===== src/cumulative_skip_mlp_forward_assert.svh =====
// Assertion macros for the skip-connection MLP block.
`ifndef CUMULATIVE_SKIP_MLP_FORWARD_ASSERT_SVH
`define CUMULATIVE_SKIP_MLP_FORWARD_ASSERT_SVH
`ifndef SYNTHESIS
`define CSM_ASSERT_IMPL(lbl, clk, rstn, ante, cons) \
  lbl: assert property (@(posedge clk) disable iff (!rstn) (ante) |-> (cons)) \
    else $error("assertion failed");
`define CSM_ASSERT_NEXT(lbl, clk, rstn, ante, cons) \
  lbl: assert property (@(posedge clk) disable iff (!rstn) (ante) |=> (cons)) \
    else $error("assertion failed");
`else
`define CSM_ASSERT_IMPL(lbl, clk, rstn, ante, cons)
`define CSM_ASSERT_NEXT(lbl, clk, rstn, ante, cons)
`endif
`endif


===== src/csmlp_pkg.sv =====
// Package: types and constants of the skip-connection MLP block.
`timescale 1ns / 1ps
package csmlp_pkg;
  localparam logic [1:0] MODE_CLEAR  = 2'd0;
  localparam logic [1:0] MODE_GENE   = 2'd1;
  localparam logic [1:0] MODE_SAMPLE = 2'd2;

  localparam logic [2:0] REG_LAYERS = 3'd0;
  localparam logic [2:0] REG_W0     = 3'd1;
  localparam logic [2:0] REG_W3     = 3'd4;

  typedef enum logic [3:0] {
    ST_IDLE, ST_CLEAR, ST_BIAS_RD, ST_BIAS_WR, ST_NSTART, ST_BIAS_WAIT,
    ST_MAC, ST_MAC_DRAIN, ST_FINISH, ST_EMIT
  } csm_state_t;

  typedef struct packed {
    logic busy;
    logic emit;
  } csm_status_t;
endpackage


===== src/csmlp_mac.sv =====
// Multiply-accumulate unit with Q8.8 rounding and saturation.
`timescale 1ns / 1ps
module csmlp_mac #(
  parameter int VALUE_BITS = 16,
  parameter int ACC_BITS   = 40
) (
  input  logic                         clk,
  input  logic                         load,
  input  logic signed [VALUE_BITS-1:0] load_bias,
  input  logic                         mac_en,
  input  logic signed [VALUE_BITS-1:0] mul_a,
  input  logic signed [VALUE_BITS-1:0] mul_b,
  output logic signed [VALUE_BITS-1:0] result
);
  import csmlp_pkg::*;
  localparam int PB = 2 * VALUE_BITS;
  logic signed [PB-1:0] prod_r;
  logic signed [PB-1:0] prod_nxt;
  logic                 pv_r;
  logic signed [ACC_BITS-1:0] acc_r;
  logic signed [ACC_BITS-1:0] acc_nxt;
  logic signed [ACC_BITS-1:0] rnd;
  logic signed [ACC_BITS-9:0] shf;
  localparam logic signed [ACC_BITS-9:0] VMAX = (ACC_BITS-8)'((64'd1 << (VALUE_BITS-1)) - 1);
  localparam logic signed [ACC_BITS-9:0] VMIN = -VMAX - (ACC_BITS-8)'(1);

  assign prod_nxt = mul_a * mul_b;

  always_comb begin
    acc_nxt = acc_r;
    if (load) begin
      acc_nxt = ACC_BITS'(load_bias) <<< 8;
    end else if (pv_r) begin
      acc_nxt = acc_r + ACC_BITS'(prod_r);
    end
  end

  always_ff @(posedge clk) begin
    prod_r <= prod_nxt;
    pv_r   <= mac_en;
    acc_r  <= acc_nxt;
  end

  always_comb begin
    rnd = acc_r + ACC_BITS'(128);
    shf = rnd[ACC_BITS-1:8];
    if (shf > VMAX) begin
      result = VMAX[VALUE_BITS-1:0];
    end else if (shf < VMIN) begin
      result = VMIN[VALUE_BITS-1:0];
    end else begin
      result = shf[VALUE_BITS-1:0];
    end
  end
endmodule

===== config.mk =====
export PLATFORM = sky130hd
export DESIGN_NAME = csmlp_mac
export DESIGN_NICKNAME = d
export VERILOG_FILES = /design/src/cumulative_skip_mlp_forward_assert.svh /design/src/csmlp_pkg.sv /design/src/csmlp_mac.sv
export SDC_FILE = /design/constraint.sdc
export NUM_CORES = 1
export LEC_CHECK = 0
export BUFFER_PORTS_ARGS = -buffer_cell sky130_fd_sc_hd__buf_2
export CAP_MARGIN = 15
export CORE_MARGIN = 10
export CORE_UTILIZATION = 59
export CTS_BUF_LIST = sky130_fd_sc_hd__clkbuf_4 sky130_fd_sc_hd__clkbuf_8
export CTS_CLUSTER_SIZE = 30
export DETAILED_ROUTE_END_ITERATION = 16
export GPL_ROUTABILITY_DRIVEN = 0
export GPL_TIMING_DRIVEN = 0
export PLACE_DENSITY_LB_ADDON = 0.12
export SLEW_MARGIN = 5
export SYNTH_ARGS = -nofsm -noshare
export SYNTH_HDL_FRONTEND = slang
export SYNTH_SLANG_ARGS = --single-unit

===== constraint.sdc =====
create_clock -name clk -period 8.47 [get_ports clk]
set_input_delay 0.4235 -clock clk [delete_from_list [all_inputs] [get_ports clk]]
set_output_delay 0.4235 -clock clk [all_outputs]
set_load 0.03 [all_outputs]

---- Word-level counts from Yosys, hierarchy flattened ----
Cells that the tools add are included.
word-level totals
  register bits after elaboration ......... 73
  latch bits .............................. 0
  RAM bits ................................ 0
  ROM bits ................................ 0
  bits of input ports ..................... 51
  output and inout bits ................... 16
  logic and storage cells ................. 14
  memories ................................ 0
operators by class
  $add $sub $neg .......................... 2
  multiply operators ...................... 1
  divide/modulo/power cells ............... 0
  order comparisons ....................... 2
  eq/ne operators ......................... 0
  shift operators ......................... 0
  multiplexer cells ....................... 4
  bitwise gates (word level) .............. 0
  reduce and logical (&&, ||, !) cells .... 1
operators by type and width
  cell                                                                    number
  40-bit 2-to-1 mux                                                       2
  40-bit by 32-bit adder with 40-bit output                               1
  40-bit by 9-bit adder with 40-bit output, second input constant         1
  32-bit by 16-bit > comparator with 1-bit output, second input constant  1
  32-bit by 16-bit < comparator with 1-bit output, second input constant  1
  16-bit by 16-bit multiplier with 32-bit output                          1
  16-bit 2-to-1 mux                                                       2
  2-bit nonzero test                                                      1

---- Longest topological paths before layout ----
Gate-level depths: netlist of the first run.
  depth in word-level cells ............... 4
  gate-level depth with buffers ........... 24
  gate-level depth less buffers ........... 23

---- Least setup slack after synthesis of the first run ----
OpenSTA, ideal clock, no wires.
  kind .................................... input to register
  start ................................... input mul_a[9]
  end ..................................... register prod_r[31]
  setup time .............................. 129 ps
  arrival ................................. 6,228 ps
  data required time ...................... 8,341 ps
  setup slack ............................. 2,113 ps
  stages .................................. 20
  path buffers ............................ 1
  cell sequence ........................... clkbuf_1 -> nand2_1 -> fa_1 -> fa_1 -> fa_1 -> inv_1 -> fa_1 -> fa_1 -> inv_1 -> fa_1 -> inv_1 -> ha_1 -> a2111oi_0 -> o21ai_0 -> o32a_1 -> a22oi_1 -> a21oi_1 -> a41o_1 -> o41ai_1 -> xnor2_1
on the way
  word-level cells in the longest chain between the ends .. 1
ends and longest elaborated chain
  what                                            RTL line         source
  start, declared                                 csmlp_mac.sv:11  input logic signed [VALUE_BITS-1:0] mul_a,
  16-bit by 16-bit multiplier with 32-bit output  csmlp_mac.sv:27  assign prod_nxt = mul_a * mul_b;
  net prod_nxt[31]                                csmlp_mac.sv:18  logic signed [PB-1:0] prod_nxt;
  end signal, assigned                            csmlp_mac.sv:39  prod_r <= prod_nxt;
  end, declared                                   csmlp_mac.sv:17  logic signed [PB-1:0] prod_r;
The timed path passes the listed nets, and every way through them passes these cells.
A chain may end at the register's enable or synchronous reset.

---- Worst setup path in the final report of the first run ----
  start ................................... input mul_b[6]
  end ..................................... register prod_r[31]
on the way
  word-level cells in the longest chain between the ends .. 1
ends and longest elaborated chain
  what                                            RTL line         source
  start, declared                                 csmlp_mac.sv:12  input logic signed [VALUE_BITS-1:0] mul_b,
  16-bit by 16-bit multiplier with 32-bit output  csmlp_mac.sv:27
  net prod_nxt[31]                                csmlp_mac.sv:18
The timed path passes the listed nets, and every way through them passes these cells.

==> qor.yml, run 1 <==
drt:
  drt_iter0_drc: 759
  vias: 11500
  wl_per_cell_um: 17.0
  drc: 0
  dr.pass1.iters: 6
  routed_wl_um: 35800
  ant_nets: 0
  vias_per_cell: 5.44
clock_tree:
  ctsLongestPathBuffers: 2
  ctsResizeCount: 0
  cts_hold_buffers: 0
  cts-root-buf: "clkbuf_8"
  path_clk_slew_ns: 0.08
  clk_latency_ns: 0.35
  htree_levels: 3
  postCtsSetupBuffers: 0
  cts_tree: "yes"
  numCtsBuffers: 9
  cts.sinks: 73
worst_setup_path:
  cp_max_fo: 10
  start_kind: "input port"
  setup.worst_path.end: "prod_r[31]"
  r2r_start: "acc_r[0]"
  cp-startpoint: "mul_b[6]"
  endpoint_kind: "register"
  crit_required_ns: 8.71
  r2r_cells: 12
  rrSetupSlack_ns: 4.65
  cp.arrival_ns: 7.18
  crit_type: "input port to register"
  rr_endpoint: "acc_r[38]"
synth:
  ys_seq_area_share_pct: 11.9
  ys_top_cells_by_area: "fa_1, ha_1, inv_1, edfxtp_1, dfxtp_1"
  syn_inst: 1698
  syn_nets: 2134
  yosys_warnings: 0
  syn_area_um2: 15000
  synth_top_cell_by_area: "fa_1"
  async_flop_share_pct: 0
  synth-main-ff-cell: "dfxtp_1"
  postSynthAreaPerCell_um2: 8.82
  synth-seq-cells: 73
  ys_types: 65
  synth_top_area_share_pct: 35.1
  synth_edf_count: 32
cells_and_area:
  area_growth_pct: 6.10
  drive_gt1_share_pct: 5.79
  antenna_cells: 0
  finalNetCount: 2210
die:
  die-area_um2: 32200
  core_area_um2: 25100
  initial_utilization_pct: 59.7
  num_rows: 58
  die_x_um: 179
  io_pins: 67
  die_h_um: 179
global_routing:
  grt.total_usage_pct: 22.9
  grt_pass1_vias: 11800
  grt_remaining_overflow: 0
  grt_first_pass_wirelength_um: 58800
  grt_max_degree: 34
  antenna_found_initial: 0
min_path:
  hold_path_class: "input port to register"
  hp-start: "mac_en"
placement:
  dp.final_hpwl_um: 30600
  port_buffers: 65
timing:
  fmax_mhz: 144
  relSlewSlack_pct: 49.9
  final-hold-violation-count: 0
  tns_ns: 0
  setup_viol_count_final: 0
  finClkSkew_ns: 0.00958
  worstMarginPinSlew_ns: 0.742
  grt_setup_unrepaired: "false"
  post-route-min-period_ns: 6.94
  fin_crit_sh_pct: 81.9
  slew_viol_final: 0
outcome:
  status: "finished clean"
run:
  drv_cap: 0
how the worst min path moves through the flow:
stage	end	depth (start not counted)
2_1_floorplan	acc_r[6]	2
3_5_place_dp	acc_r[6]	2
5_1_grt	pv_r	1
6_report	pv_r	1
4_1_cts	pv_r	1
3_3_place_gp	acc_r[6]	2
registers in the layout, summed over array words and instances (netlist names):
register  count
prod_r       32
pv_r          1
acc_r        40
cell families (layout without fill, tap and decap cells):
group | Yosys count | count (layout) | synth area share, %
and+or+nand+nor | 479 | 479 | 15.8
buffers and inverters | 404 | 485 | 10.2
adders and majority gates | 385 | 385 | 45.3
AOI/OAI and AO/OA | 267 | 267 | 11.4
xor gates and xnor gates | 84 | 84 | 4.91
DFF | 73 | 73 | 11.9
muxes | 6 | 6 | 0.409
worst max-delay path, stage by stage:
cell	delay (ns)
buf_2	0.16
clkbuf_1	0.57
nand2_1	0.17
fa_1	0.49
fa_1	0.49
fa_1	0.53
inv_1	0.05
fa_1	0.47
fa_1	0.54
inv_1	0.05
fa_1	0.53
inv_1	0.04
ha_1	0.38
a2111oi_0	0.39
o21ai_0	0.17
o32a_1	0.44
a22oi_1	0.32
a21oi_1	0.16
a41o_1	0.30
o41ai_1	0.39
xnor2_1	0.12
cell usage after synthesis (3+ instances only):
cell,number
o22ai_1,7
nand4_1,16
a2111oi_0,4
a41o_1,3
o211ai_1,3
nor2_1,66
nor2b_1,7
a21oi_1,72
a31oi_1,9
o21ai_0,64
nand3_1,20
fa_1,263
and2_1,128
and3_1,11
xnor2_1,53
a211oi_1,5
nor3_1,16
nand2_1,177
nand2b_1,9
o31a_1,4
a21o_1,39
or3_1,5
edfxtp_1,32
mux2i_1,5
xor2_1,31
inv_1,352
o31ai_1,5
ha_1,122
o21bai_1,15
a211o_1,4
dfxtp_1,41
o311ai_0,3
o21a_1,10
or2_2,10
a21boi_0,3
clkbuf_1,50
metal layers:
metal | GRT usage [%] | part of all wire [%] | wire length (um) | vias up
li1 | - | - | - | 5488
met1 | 31.9 | 46 | 16400 | 5567
met2 | 37.1 | 45 | 16100 | 378
met3 | 3.02 | 7.1 | 2530 | 47
met4 | 6.08 | 2.2 | 804 | 0
met5 | 0 | 0 | 0 | -
through the flow:
stage          hold slack [ns]  std cells  util, %  setup slack (ns)  area, um2
6_report                 0.171       2109     63.3              1.53      15900
5_1_grt                  0.158       2109     63.3              1.09      15900
4_1_cts                  0.154       2109     63.3              1.60      15900
3_5_place_dp             0.465       2093     62.6              1.21      15700
3_3_place_gp             0.453       2093     62.6              1.25      15700
2_1_floorplan            0.445       1698        -              2.11      15000
cell type report:
class / count / area (um2)
Multi-Input combinational cell: 1221 / 11700
Fill cell: 2237 / 9210
Sequential cell: 73 / 1780
Inverter: 352 / 1320
Tap cell: 330 / 413
Timing Repair Buffer: 65 / 325
Buffer: 52 / 204
Clock buffer: 9 / 124
Clock inverter: 7 / 51.3
layout by cell type, fill, tap and decap left out, types with 3 or more instances in the layout:
cell type / count
o22ai_1: 7
and3_1: 11
or2_2: 10
or3_1: 5
a21o_1: 39
nor2b_1: 7
nand4_1: 16
clkbuf_8: 9
nand2b_1: 9
dfxtp_1: 41
nor3_1: 16
edfxtp_1: 32
a31oi_1: 9
a211oi_1: 5
ha_1: 122
clkbuf_1: 50
nand3_1: 20
nand2_1: 177
a21boi_0: 3
a21oi_1: 72
o211ai_1: 3
mux2i_1: 5
o21ai_0: 64
inv_1: 352
o31ai_1: 5
nor2_1: 66
a211o_1: 4
buf_2: 66
xor2_1: 31
a41o_1: 3
fa_1: 263
a2111oi_0: 4
xnor2_1: 53
o21a_1: 10
o31a_1: 4
and2_1: 128
o21bai_1: 15
o311ai_0: 3
Power of run 1 is not shown: default switching activity piles up to over one toggle a cycle in this logic, so the estimate is an artifact.
==> run 2: changes to the inputs <==
clock period = 5.7 ns   (was 8.47 ns; I/O delays follow)
==> qor.yml, run 2 (synthesis results as in run 1) <==
cells_and_area:
  final_cell_mix: "inv_1, fa_1, nand2_1"  # unchanged
  antenna_cells: 0  # unchanged
  post-route-util_pct: 68.1  # was 63.3%
  top_register: "acc_r"  # unchanged
  area_growth_pct: 14.2  # was 6.10%
  drive_gt1_share_pct: 12.8  # was 5.79%
  final_common_cell: "inv_1"  # unchanged
  fin_cells: 2146  # was 2109
  largestRegisters: "acc_r x40, prod_r x32, pv_r x1"  # unchanged
  largest_register_ffs: 40  # unchanged
  finalNetCount: 2247  # was 2210
  fillers: 1987  # was 2237
global_routing:
  grt_remaining_overflow: 0  # unchanged
  gr-usage-met3_pct: 2.62  # was 3.02%
  gr-usage-met1_pct: 33.1  # was 31.9%
  grt_pass1_vias: 12100  # was 11.8k
  grt_first_pass_wirelength_um: 60900  # was 58800 um
  grt.total_usage_pct: 23.7  # was 22.9%
  busiest_layer: "met2"  # unchanged
  gr-usage-met2_pct: 38.6  # was 37.1%
  antenna_found_initial: 0  # unchanged
  grt_max_degree: 34  # unchanged
worst_setup_path:
  r2r_start: "acc_r[0]"  # unchanged
  cp.arrival_ns: 5.84  # was 7.18 ns
  rrSetupSlack_ns: 1.80  # was 4.65 ns
  cp_slowest_stage_delay_ns: 0.56  # was 0.57 ns
  endpoint_kind: "register"  # unchanged
  rr_endpoint: "acc_r[38]"  # unchanged
  start_kind: "input port"  # unchanged
  slowest_stage: "fa_1"  # was clkbuf_1
  cp_max_fo: 10  # unchanged
  critPathMostFrequentCell: "fa_1"  # unchanged
  crit_type: "input port to register"  # unchanged
  crit_required_ns: 5.94  # was 8.71 ns
  cp_cell_sequence: "buf_4 -> clkbuf_8 -> nand2_1 -> fa_1 -> fa_1 -> fa_1 -> inv_1 -> fa_1 -> fa_1 -> inv_1 -> fa_1 -> inv_2 -> ha_4 -> a2111oi_4 -> o21ai_1 -> o32a_1 -> a22oi_2 -> a21oi_2 -> a41o_1 -> o41ai_2 -> xnor2_1"  # was buf_2 -> clkbuf_1 -> nand2_1 -> fa_1 -> fa_1 -> fa_1 -> inv_1 -> fa_1 -> fa_1 -> inv_1 -> fa_1 -> inv_1 -> ha_1 -> a2111oi_0 -> o21ai_0 -> o32a_1 -> a22oi_1 -> a21oi_1 -> a41o_1 -> o41ai_1 -> xnor2_1
  cp_num_buf_inv: 5  # unchanged
  crit_family: "adder cells"  # unchanged
  r2r_cells: 12  # unchanged
clock_tree:
  ctsLongestPathBuffers: 2  # unchanged
  cts.sinks: 73  # unchanged
  cts-root-buf: "clkbuf_8"  # unchanged
  cts_tree: "yes"  # unchanged
  numCtsBuffers: 9  # unchanged
  clk_latency_ns: 0.36  # was 0.35 ns
  path_clk_slew_ns: 0.08  # about the same
  cts_hold_buffers: 0  # unchanged
  htree_levels: 3  # unchanged
drt:
  routed_wl_um: 37700  # was 35800 um
  wl_per_cell_um: 17.5  # was 17.0 um
  vias_per_cell: 5.52  # was 5.44
  drt_iter0_drc: 857  # was 759
  ant_nets: 0  # unchanged
  drc: 0  # unchanged
  vias: 11800  # was 11.5k
  dr.pass1.iters: 5  # was 6
timing:
  fin_crit_sh_pct: 98.2
  worstMarginPinSlew_ns: 0.768  # was 0.742 ns
  setup_viol_count_final: 0  # unchanged
  slew_viol_final: 0  # unchanged
  relSlewSlack_pct: 48.8  # was 49.9%
  finClkSkew_ns: 0.00838  # was 0.00958 ns
  holdWs_ns: 0.0222  # was 0.171 ns
  setup_ws_ns: 0.103  # was 1.53 ns
  post-route-min-period_ns: 5.60
  fmax_mhz: 179
  final-hold-violation-count: 0  # unchanged
  grt_setup_unrepaired: "true"  # was false
die:
  num_rows: 58  # unchanged
  die_h_um: 179  # unchanged
  die-area_um2: 32200  # unchanged
  core_area_um2: 25100  # unchanged
  die_x_um: 179  # unchanged
  initial_utilization_pct: 59.7  # unchanged
  io_pins: 67  # unchanged
min_path:
  hold_path_class: "input port to register"  # unchanged
  holdPathEnd: "pv_r"  # unchanged
  hold_depth: 1  # unchanged
  hp-start: "mac_en"  # unchanged
placement:
  dp.cells: 2093  # unchanged
  dp.final_hpwl_um: 30600  # about the same
  port_buffers: 65  # unchanged
  dp_slack_ns: -0.904  # was 1.21 ns
run:
  drv_cap: 0  # unchanged
outcome:
  status: "finished clean"  # unchanged
[run 2: metrics by stage]
step	area, um2	TNS (ns)
finish	17100	0
global route	17100	-0.159
CTS	16800	0
detailed placement	15800	-9.09
global placement	15800	-8.26
floorplan	15000	0
[run 2: worst max-delay path by stage]
stage	startpoint	to	slack [ns]	depth (start not counted)
after global routing	mul_a[14]	prod_r[31]	-0.06	22
after detailed placement	mul_b[4]	prod_r[30]	-0.90	20
final	mul_a[12]	prod_r[31]	0.10	21
after floorplan	mul_b[6]	prod_r[31]	0.02	21
after global placement	mul_b[4]	prod_r[31]	-0.81	21
after CTS	mul_b[5]	prod_r[31]	0.0004	25
[run 2: area by class of cell]
type / instances / area [um2] / share of cell area [%]
repair buffers: 107 / 752 / 4.39
clock inverters: 7 / 100 / 0.585
clock buffers: 9 / 124 / 0.724
plain buffers: 47 / 553 / 3.23
well taps: 330 / 413 / 2.41
multi-input cells: 1221 / 12100 / 70.5
flip-flops and latches: 73 / 1780 / 10.4
inverters: 352 / 1320 / 7.72
[run 2: metal layers]
layer	up-vias	part of all wire, %
li1	5577	-
met1	5741	45
met2	449	45
met3	73	7.3
met4	0	2.7
met5	-	0
[run 2: worst register-to-register path, delay by kind of cell, from the launching register on]
kind	cells	cell delay (ns)
AO/OA/AOI/OAI	6	1.80
flip-flops	1	0.34
buffers and inverters	1	0.06
adder cells (fa/ha/maj)	2	0.57
AND/OR/NAND/NOR	3	0.91
[run 2: what timing repair did]
| item | 4_1_cts | 5_1_grt |
|---|---|---|
| setup buffers | 29 | 13 |
| resized for setup | 134 | 59 |
| pin swaps | 37 | 68 |
| endpoints found under the setup margin | 14 | 12 |
Power of run 2 is left out for the same reason.
==> run 3: changes to the inputs <==
clock period = 6.5 ns   (was 5.7 ns; I/O delays follow)
==> qor.yml, run 3 (synthesis results as in run 1) <==
timing:
  fmax_mhz: 160
  worstMarginPinSlew_ns: 0.760  # was 0.768 ns
  fin_crit_sh_pct: 96.4
  setup_viol_count_final: 0  # unchanged
  slew_viol_final: 0  # unchanged
  post-route-min-period_ns: 6.27
  holdWs_ns: 0.0706  # was 0.0222 ns
  final-hold-violation-count: 0  # unchanged
  finClkSkew_ns: 0.0121  # was 0.00838 ns
  relSlewSlack_pct: 48.7  # was 48.8%
cells_and_area:
  area_growth_pct: 6.24  # was 14.2%
  antenna_cells: 0  # unchanged
  largest_register_ffs: 40  # unchanged
  final_common_cell: "inv_1"  # unchanged
  largestRegisters: "acc_r x40, prod_r x32, pv_r x1"  # unchanged
  finalNetCount: 2196  # was 2247
  final_cell_mix: "inv_1, fa_1, nand2_1"  # unchanged
  top_register: "acc_r"  # unchanged
  drive_gt1_share_pct: 6.86  # was 12.8%
worst_setup_path:
  r2r_cells: 12  # unchanged
  cp.arrival_ns: 6.51  # was 5.84 ns
  start_kind: "input port"  # unchanged
  crit_required_ns: 6.75  # was 5.94 ns
  endpoint_kind: "register"  # unchanged
  crit_type: "input port to register"  # unchanged
  cp_max_fo: 10  # unchanged
  rrSetupSlack_ns: 2.68  # was 1.80 ns
die:
  core_area_um2: 25100  # unchanged
  die_x_um: 179  # unchanged
  die-area_um2: 32200  # unchanged
  initial_utilization_pct: 59.7  # unchanged
  num_rows: 58  # unchanged
  io_pins: 67  # unchanged
  die_h_um: 179  # unchanged
clock_tree:
  cts.sinks: 73  # unchanged
  cts_tree: "yes"  # unchanged
  htree_levels: 3  # unchanged
  ctsLongestPathBuffers: 2  # unchanged
  cts-root-buf: "clkbuf_8"  # unchanged
  path_clk_slew_ns: 0.08  # about the same
  numCtsBuffers: 9  # unchanged
  clk_latency_ns: 0.36  # about the same
  postCtsSetupBuffers: 0  # was 29
global_routing:
  grt_pass1_vias: 11700  # was 12.1k
  antenna_found_initial: 0  # unchanged
  grt_first_pass_wirelength_um: 58100  # was 60900 um
  grt_remaining_overflow: 0  # unchanged
  grt_max_degree: 34  # unchanged
  grt.total_usage_pct: 22.5  # was 23.7%
placement:
  dp.final_hpwl_um: 30600  # about the same
  port_buffers: 65  # unchanged
min_path:
  hold_path_class: "input port to register"  # unchanged
  hold_depth: 1  # unchanged
drt:
  vias: 11400  # was 11.8k
  dr.pass1.iters: 8  # was 5
  routed_wl_um: 35000  # was 37700 um
  drc: 0  # unchanged
  vias_per_cell: 5.42  # was 5.52
  wl_per_cell_um: 16.7  # was 17.5 um
  drt_iter0_drc: 642  # was 857
  ant_nets: 0  # unchanged
outcome:
  status: "finished clean"  # unchanged
run:
  drv_cap: 0  # unchanged
-- run 3: final cells by class --
cell class	count	area, um2
buffer	38	206
sequential	73	1780
fill	2231	9190
tap	330	413
clock buffer	9	124
multi-input combinational	1221	11700
timing repair buffer	65	325
clock inverter	7	51.3
inverter	352	1320
-- run 3: path summary, 6_finish.rpt --
kind,endpoint,start
min,pv_r,mac_en
min reg2reg,acc_r[6],acc_r[6]
max reg2reg,acc_r[38],acc_r[0]
max,prod_r[31],mul_b[8]
-- run 3: critical path, stage by stage --
cell	delay [ns]
buf_2	0.23
clkbuf_2	0.32
nand2_1	0.12
fa_1	0.51
inv_1	0.05
fa_1	0.51
inv_1	0.06
fa_1	0.48
inv_1	0.06
fa_1	0.50
fa_1	0.54
inv_1	0.05
fa_1	0.52
inv_1	0.04
ha_1	0.22
a2111oi_2	0.26
o21ai_0	0.14
o32a_1	0.43
a22oi_2	0.28
a21oi_1	0.14
a41o_1	0.30
o41ai_2	0.31
xnor2_1	0.11
-- run 3: routing by layer --
layer	wire (um)	up-vias	part of all wire, %	track usage, %
li1	-	5467	-	-
met1	16300	5498	47	31.6
met2	15700	359	45	36.6
met3	2340	38	6.7	2.72
met4	643	0	1.8	5.50
met5	0	-	0	0
-- run 3: what timing repair did --
| action | in CTS | in global routing |
|---|---|---|
| hold buffers | 0 | 0 |
| setup endpoints to repair | 2 | 5 |
| gates resized for setup | 12 | 40 |
-- run 3: metrics by stage --
stage                     setup WS, ns  std cells  util (%)  area, um2  TNS, ns
after floorplan                  0.241       1698         -      15000        0
after detailed placement        -0.666       2093      62.6      15700    -2.25
after global routing           -0.0120       2095      63.4      15900  -0.0120
after CTS                       0.0103       2100      63.2      15900        0
after global placement          -0.624       2093      62.6      15700    -1.79
final                            0.232       2095      63.4      15900        0
Power of run 3 is left out for the same reason.
